[src/hw/rtl/pla_pkg.sv]
package pla_pkg;

    // coordinate and sum widths
    localparam int COORD_BITS = 24;
    localparam int SUM_BITS   = 48;
    localparam int TOTAL_BITS = 48;

    // square root sizing: radicand is dx^2 + dy^2, padded to an even width
    localparam int PROD_BITS = 2 * COORD_BITS;
    localparam int ROOT_BITS = COORD_BITS + 1;
    localparam int RAD_BITS  = 2 * ROOT_BITS;
    localparam int REM_BITS  = ROOT_BITS + 2;
    localparam int CNT_BITS  = $clog2(ROOT_BITS);

    // controller to datapath commands
    typedef struct packed {
        logic load;
        logic sq_x;
        logic sq_y;
        logic root_step;
        logic acc;
        logic emit;
    } pla_cmd_t;

    // datapath to controller status
    typedef struct packed {
        logic have_vertex;
        logic last;
        logic out_free;
    } pla_status_t;

endpackage

[src/hw/rtl/pla_ctrl.sv]
module pla_ctrl (
    input  logic                 clk,
    input  logic                 rst_n,
    input  logic                 in_valid,
    input  logic                 last_vertex,
    output logic                 in_stall,
    input  pla_pkg::pla_status_t status,
    output pla_pkg::pla_cmd_t    cmd
);
    import pla_pkg::*;

    localparam logic [2:0] S_IDLE = 3'd0;
    localparam logic [2:0] S_SQX  = 3'd1;
    localparam logic [2:0] S_SQY  = 3'd2;
    localparam logic [2:0] S_ROOT = 3'd3;
    localparam logic [2:0] S_ACC  = 3'd4;
    localparam logic [2:0] S_EMIT = 3'd5;

    logic [2:0]          state_reg, state_next;
    logic [CNT_BITS-1:0] cnt_reg, cnt_next;
    logic                accept;

    assign in_stall = (state_reg != S_IDLE);
    assign accept   = in_valid && !in_stall;

    always_comb
    begin
        state_next = state_reg;
        cnt_next   = cnt_reg;
        cmd        = '0;
        unique case (state_reg)
            S_IDLE:
            begin
                if (accept)
                begin
                    cmd.load = 1'b1;
                    if (status.have_vertex)
                        state_next = S_SQX;
                    else if (last_vertex)
                        state_next = S_EMIT;
                end
            end
            S_SQX:
            begin
                cmd.sq_x   = 1'b1;
                state_next = S_SQY;
            end
            S_SQY:
            begin
                cmd.sq_y   = 1'b1;
                cnt_next   = CNT_BITS'(ROOT_BITS - 1);
                state_next = S_ROOT;
            end
            S_ROOT:
            begin
                cmd.root_step = 1'b1;
                if (cnt_reg == '0)
                    state_next = S_ACC;
                else
                    cnt_next = cnt_reg - 1'b1;
            end
            S_ACC:
            begin
                cmd.acc    = 1'b1;
                state_next = status.last ? S_EMIT : S_IDLE;
            end
            S_EMIT:
            begin
                if (status.out_free)
                begin
                    cmd.emit   = 1'b1;
                    state_next = S_IDLE;
                end
            end
            default:
            begin
                state_next = S_IDLE;
            end
        endcase
    end

    always_ff @(posedge clk or negedge rst_n)
    begin
        if (!rst_n)
        begin
            state_reg <= S_IDLE;
            cnt_reg   <= '0;
        end
        else
        begin
            state_reg <= state_next;
            cnt_reg   <= cnt_next;
        end
    end

endmodule

[src/hw/rtl/pla_datapath.sv]
module pla_datapath (
    input  logic                                  clk,
    input  logic                                  rst_n,
    input  logic signed [pla_pkg::COORD_BITS-1:0] x_coord,
    input  logic signed [pla_pkg::COORD_BITS-1:0] y_coord,
    input  logic                                  last_vertex,
    input  pla_pkg::pla_cmd_t                     cmd,
    output pla_pkg::pla_status_t                  status,
    output logic                                  out_valid,
    input  logic                                  out_stall,
    output logic [pla_pkg::TOTAL_BITS-1:0]        total_length,
    output logic                                  saturated
);
    import pla_pkg::*;

    logic [COORD_BITS-1:0] prev_x_reg, prev_y_reg;
    logic                  have_reg;
    logic [SUM_BITS-1:0]   sum_reg, sum_next;
    logic                  clamp_reg, clamp_next;
    logic [COORD_BITS-1:0] mag_x_reg, mag_y_reg;
    logic                  last_reg;
    logic [RAD_BITS-1:0]   rad_reg;
    logic [REM_BITS-1:0]   rem_reg;
    logic [ROOT_BITS-1:0]  root_reg;
    logic                  out_valid_reg;
    logic [TOTAL_BITS-1:0] total_reg;
    logic                  sat_reg;

    logic [COORD_BITS:0]   dx, dy, neg_dx, neg_dy;
    logic [COORD_BITS-1:0] mag_x, mag_y, mul_a;
    logic [PROD_BITS-1:0]  prod;
    logic [REM_BITS-1:0]   rem_shift;
    logic [REM_BITS:0]     trial;
    logic                  root_bit;
    logic [SUM_BITS:0]     sum_ext;
    logic [63:0]           sum_wide;
    logic                  out_free;

    // segment deltas against the held vertex
    assign dx     = {x_coord[COORD_BITS-1], x_coord} - {prev_x_reg[COORD_BITS-1], prev_x_reg};
    assign dy     = {y_coord[COORD_BITS-1], y_coord} - {prev_y_reg[COORD_BITS-1], prev_y_reg};
    assign neg_dx = ~dx + 1'b1;
    assign neg_dy = ~dy + 1'b1;
    assign mag_x  = dx[COORD_BITS] ? neg_dx[COORD_BITS-1:0] : dx[COORD_BITS-1:0];
    assign mag_y  = dy[COORD_BITS] ? neg_dy[COORD_BITS-1:0] : dy[COORD_BITS-1:0];

    // one shared squarer
    assign mul_a = cmd.sq_y ? mag_y_reg : mag_x_reg;
    assign prod  = PROD_BITS'(mul_a) * PROD_BITS'(mul_a);

    // restoring square root, two radicand bits per step
    assign rem_shift = {rem_reg[REM_BITS-3:0], rad_reg[RAD_BITS-1 -: 2]};
    assign trial     = {1'b0, rem_shift} - {1'b0, root_reg, 2'b01};
    assign root_bit  = !trial[REM_BITS];

    // saturating accumulate, carry out means clamp
    assign sum_ext = {1'b0, sum_reg} + (SUM_BITS + 1)'(root_reg);
    always_comb
    begin
        if (sum_ext[SUM_BITS])
        begin
            sum_next   = '1;
            clamp_next = 1'b1;
        end
        else
        begin
            sum_next   = sum_ext[SUM_BITS-1:0];
            clamp_next = clamp_reg;
        end
    end

    assign sum_wide = 64'(sum_reg);
    assign out_free = !out_valid_reg || !out_stall;

    assign status.have_vertex = have_reg;
    assign status.last        = last_reg;
    assign status.out_free    = out_free;

    assign out_valid    = out_valid_reg;
    assign total_length = total_reg;
    assign saturated    = sat_reg;

    // polyline state
    always_ff @(posedge clk or negedge rst_n)
    begin
        if (!rst_n)
        begin
            prev_x_reg <= '0;
            prev_y_reg <= '0;
            have_reg   <= 1'b0;
            sum_reg    <= '0;
            clamp_reg  <= 1'b0;
        end
        else if (cmd.emit)
        begin
            prev_x_reg <= '0;
            prev_y_reg <= '0;
            have_reg   <= 1'b0;
            sum_reg    <= '0;
            clamp_reg  <= 1'b0;
        end
        else if (cmd.load)
        begin
            prev_x_reg <= x_coord;
            prev_y_reg <= y_coord;
            have_reg   <= 1'b1;
        end
        else if (cmd.acc)
        begin
            sum_reg   <= sum_next;
            clamp_reg <= clamp_next;
        end
    end

    // segment working registers
    always_ff @(posedge clk)
    begin
        if (cmd.load)
        begin
            mag_x_reg <= mag_x;
            mag_y_reg <= mag_y;
            last_reg  <= last_vertex;
        end
        if (cmd.sq_x)
        begin
            rad_reg  <= RAD_BITS'(prod);
            rem_reg  <= '0;
            root_reg <= '0;
        end
        else if (cmd.sq_y)
        begin
            rad_reg <= rad_reg + RAD_BITS'(prod);
        end
        else if (cmd.root_step)
        begin
            rad_reg  <= {rad_reg[RAD_BITS-3:0], 2'b00};
            rem_reg  <= root_bit ? trial[REM_BITS-1:0] : rem_shift;
            root_reg <= {root_reg[ROOT_BITS-2:0], root_bit};
        end
    end

    // result register
    always_ff @(posedge clk or negedge rst_n)
    begin
        if (!rst_n)
            out_valid_reg <= 1'b0;
        else if (cmd.emit)
            out_valid_reg <= 1'b1;
        else if (!out_stall)
            out_valid_reg <= 1'b0;
    end

    always_ff @(posedge clk)
    begin
        if (cmd.emit)
        begin
            total_reg <= sum_wide[TOTAL_BITS-1:0];
            sat_reg   <= clamp_reg;
        end
    end

endmodule

[src/hw/rtl/polyline_length_accumulator.sv]
// channel   dir  handshake            payload
// in        in   in_valid / in_stall  x_coord, y_coord, last_vertex
// out       out  out_valid / out_stall total_length, saturated
//
// one vertex a transaction; the first vertex of a polyline is only loaded and held
// every later vertex runs accept, two squarings on the shared multiplier,
// 25 steps of the restoring square root and one accumulate
// a vertex marked last then loads the result register once the output is free
// rst_n is asynchronous; it clears the held vertex, the sum and the result valid
// out_stall holds the result; a new polyline is taken meanwhile and only waits at its end
module polyline_length_accumulator (
    input  logic                                  clk,
    input  logic                                  rst_n,
    input  logic                                  in_valid,
    output logic                                  in_stall,
    input  logic signed [pla_pkg::COORD_BITS-1:0] x_coord,
    input  logic signed [pla_pkg::COORD_BITS-1:0] y_coord,
    input  logic                                  last_vertex,
    output logic                                  out_valid,
    input  logic                                  out_stall,
    output logic [pla_pkg::TOTAL_BITS-1:0]        total_length,
    output logic                                  saturated
);
    import pla_pkg::*;

    // command and status between sequencer and datapath
    pla_cmd_t    cmd;
    pla_status_t status;

    // sequencer: accept, square, root iterations, accumulate, emit
    pla_ctrl u_ctrl (
        .clk         (clk),
        .rst_n       (rst_n),
        .in_valid    (in_valid),
        .last_vertex (last_vertex),
        .in_stall    (in_stall),
        .status      (status),
        .cmd         (cmd)
    );

    // held vertex, squarer, root unit, saturating sum and result register
    pla_datapath u_datapath (
        .clk          (clk),
        .rst_n        (rst_n),
        .x_coord      (x_coord),
        .y_coord      (y_coord),
        .last_vertex  (last_vertex),
        .cmd          (cmd),
        .status       (status),
        .out_valid    (out_valid),
        .out_stall    (out_stall),
        .total_length (total_length),
        .saturated    (saturated)
    );

endmodule

[config.mk]
export PLATFORM = sky130hd
export DESIGN_NAME = polyline_length_accumulator
export DESIGN_NICKNAME = d
export VERILOG_FILES = /design/src/hw/rtl/pla_pkg.sv /design/src/hw/rtl/pla_ctrl.sv /design/src/hw/rtl/pla_datapath.sv /design/src/hw/rtl/polyline_length_accumulator.sv
export SDC_FILE = /design/constraint.sdc
export NUM_CORES = 2
export LEC_CHECK = 0
export BUFFER_PORTS_ARGS = -buffer_cell sky130_fd_sc_hd__buf_2
export CAP_MARGIN = 5
export CORE_MARGIN = 2
export CORE_UTILIZATION = 65
export CTS_BUF_LIST = sky130_fd_sc_hd__clkbuf_16
export CTS_CLUSTER_DIAMETER = 80
export DETAILED_ROUTE_END_ITERATION = 7
export GPL_TIMING_DRIVEN = 0
export PLACE_DENSITY = 0.83
export SYNTH_ARGS = -nofsm -noshare
export SYNTH_HDL_FRONTEND = slang
export SYNTH_HIERARCHICAL = 1
export SYNTH_SLANG_ARGS = --single-unit
[constraint.sdc]
create_clock -name clk -period 16.3 [get_ports clk]
set_clock_uncertainty 0.15 [all_clocks]
set_input_delay 3.26 -clock clk [delete_from_list [all_inputs] [get_ports clk]]
set_output_delay 3.26 -clock clk [all_outputs]
set_load 0.02 [all_outputs]
==> metrics.md <==
| Metric | Value |
|---|---|
| CP Max Fanout | 10 |
| Chip width | 244.5 µm |
| All-layer global routing usage | between 30% and 40% |
| Largest net degree at the start of global routing | 71 |
| Post-synthesis cell count | between 4,000 and 5,000 |
| Max Cap Violations | 0 |
| Synth unique cells | between 100 and 150 |
| WL/cell | 19.26 µm |
| Longest Clk Path Bufs | 3 |
| Yosys reg bits | around 300 |
| Starting Density | 65.39% |
| Largest register FFs | 50 |
| Met2 usage | 54.10% |
| Global-route wire length before repair | 159,900 µm |
| TritonCTS buffer count | 36 |
| CP Data Required Time | between 15 and 20 ns |
| Port bufs | between 100 and 150 |
| Area share of the leading cell type in the synthesized netlist | a little under a quarter |
| Placer congestion estimate | around 1 |
| Clock H-tree levels | 2 |
| Detailed Place HPWL | 77,800 µm |
| CP arrival | 14.15 ns |
| Root buffer cell | clkbuf_16 |
| Slowest CP cell | mux2i_1 |
| Worst-Skew Late Latency | roughly 0.57 ns |
| Ys async rst share | between 30% and 40% |
| Top cells by count, synth | inv_1, fa_1, nand2_1 |
| Worst slew pin tran | around 1.4 ns |
| Mean Syn Cell Area | 8.916 µm² |
| Slew headroom | 3.736% |
| Overflow left after global routing | 0 |
| Tcrit/Tclk final | 85.71% |
| Outcome | complete, no violations |
| Post-CTS Setup Bufs | 0 |
| Cell mode on critical path | fa_1 |
| Endpoints failing hold | 0 |
| Slew Limit Fails | 0 |
| DRT iter0 DRCs | 2,672 |
| Clk sinks | 305 |
| Register area share after synthesis | 21.56% |
| Rows | 88 |
| Prevailing post-synth register cell | edfxtp_1 |
| Setup CP Type | reg -> reg |
| EDFF count, synth | 146 |
| Area delta synth->final | 7.314% |
| Share of layout cells above drive strength 1 | 5.309% |
| Hold-fix buffers, CTS | 0 |
| Vias per std cell | roughly 6 |
| Setup tns final | 0 ns |
| Core Box Area | 0.05748 mm² |
| Fmax | between 0.07 and 0.08 GHz |
| Fin nets | between 5,000 and 6,000 |
| Endpoints failing setup | 0 |
| Vias in the first global route | 31,210 |
| Post-route DRC | 0 |
| CTS resizes | 0 |
| Largest area contributor in the netlist | fa_1 |
| Most frequent cell after synthesis | inv_1 |
| CTS clk-pin slew, worst paths | approximately 0.06 ns |
| Layer with the highest usage | met2 |
| Hold Crit Class | reg -> reg |
| RSZ-0062 raised after global routing | false |
| M1 GR Usage | 44.14% |
| Die Height | 244.5 µm |
| Hold Slack | 0.3223 ns |
| Initial DRT Pass Iterations | 8 |
| Via count | 31,080 |
| Synthesized area | ~0.038 mm² |
| DRT Wirelength | 99,270 µm |
| Antenna Nets Post-Route | 0 |
| Worst setup EP type | register |
| Met3 usage | 7.430% |
| Syn. warnings | 6 |
| Synth Net Count | 5,021 |
| Initial antenna violation count | 4 |
| Ports | 104 |
| Largest cells by area after synthesis | fa_1, edfxtp_1, ha_1, inv_1, dfrtp_1 |
| Min cycle time layout | 13.97 ns |
| TritonCTS clock tree | built |
| Die area | 0.05976 mm² |
| Startpoint Class | register |
| Crit-path max cell delay | 1.13 ns |
## final cells by class
type	count	area (µm²)
Antenna cell	1	2.502
Buffer	147	570.5
Clock buffer	36	900.9
Clock inverter	30	271.5
Fill cell	4455	17150
Inverter	766	2875
Multi-Input combinational cell	2997	26040
Sequential cell	305	8103
Tap cell	765	957.2
Timing Repair Buffer	108	613.1
## logic make-up (layout without fill, tap and decap cells)
kind of cell,Yosys count,in the layout,synth area share [%]
adder cells (fa/ha/maj),753,753,33.68
multiplexers,116,116,3.156
other,0,1,0
XOR/XNOR,212,212,5.037
AND/OR/NAND/NOR,1104,1104,13.39
flip-flops,305,305,21.56
buffers and inverters,913,1087,9.169
AO/OA/AOI/OAI,812,812,14.01
## final timing paths
check / start / endpoint / depth (start not counted) / slack [ns]
max: u_ctrl/state_reg[0] / u_datapath/rad_reg[42] / 42 / 2.33
min: u_datapath/clamp_reg / u_datapath/saturated / 0 / 0.32
max reg2reg: u_ctrl/state_reg[0] / u_datapath/rad_reg[42] / 42 / 2.33
min reg2reg: u_datapath/clamp_reg / u_datapath/saturated / 0 / 0.32
max in group asynchronous: rst_n / u_ctrl/cnt_reg[3] / 2 / 12.75
min in group asynchronous: rst_n / u_datapath/prev_y_reg[6] / 1 / 2.53
## through the flow
| step | instance area (µm²) | utilization, % | std cells | setup slack (ns) |
|---|---|---|---|---|
| after floorplan | 37580 | - | 4215 | 5.529 |
| after global placement | 39050 | 67.95 | 5083 | 2.777 |
| after detailed placement | 39160 | 68.13 | 5088 | 2.686 |
| after CTS | 40330 | 70.17 | 5154 | 2.636 |
| after global routing | 40330 | 70.17 | 5154 | 1.913 |
| final | 40330 | 70.17 | 5155 | 2.330 |
## per-layer routing
metal | vias to the layer above | share of wire [%]
met5 | - | 0.037
met4 | 6 | 4.3
met3 | 306 | 9.6
met2 | 1440 | 46
met1 | 15110 | 40
li1 | 14220 | -
## worst max-delay path, delay by kind of cell (launching register included)
kind                       cells  cell delay, ns
AOI/OAI and AO/OA             11            2.93
xor gates and xnor gates       1            0.34
adders and majority gates      9            4.10
buffers and inverters         14            3.69
DFF                            1            0.36
muxes                          2            1.24
and+or+nand+nor                5            0.88
## cells in the final DEF, fill, tap and decap left out, types with 76 or more instances in the layout
cell type / count
inv_1: 760
fa_1: 431
nand2_1: 410
nor2_1: 351
ha_1: 322
a21oi_1: 267
edfxtp_1: 146
xnor2_1: 133
clkbuf_1: 124
o21ai_0: 124
buf_2: 107
dfrtp_1: 107
a21o_1: 100
mux2i_1: 96
xor2_1: 76
Power is left out: the tool's default activity adds up to more than one toggle a clock period on the data nets, which glitch-free logic cannot reach.
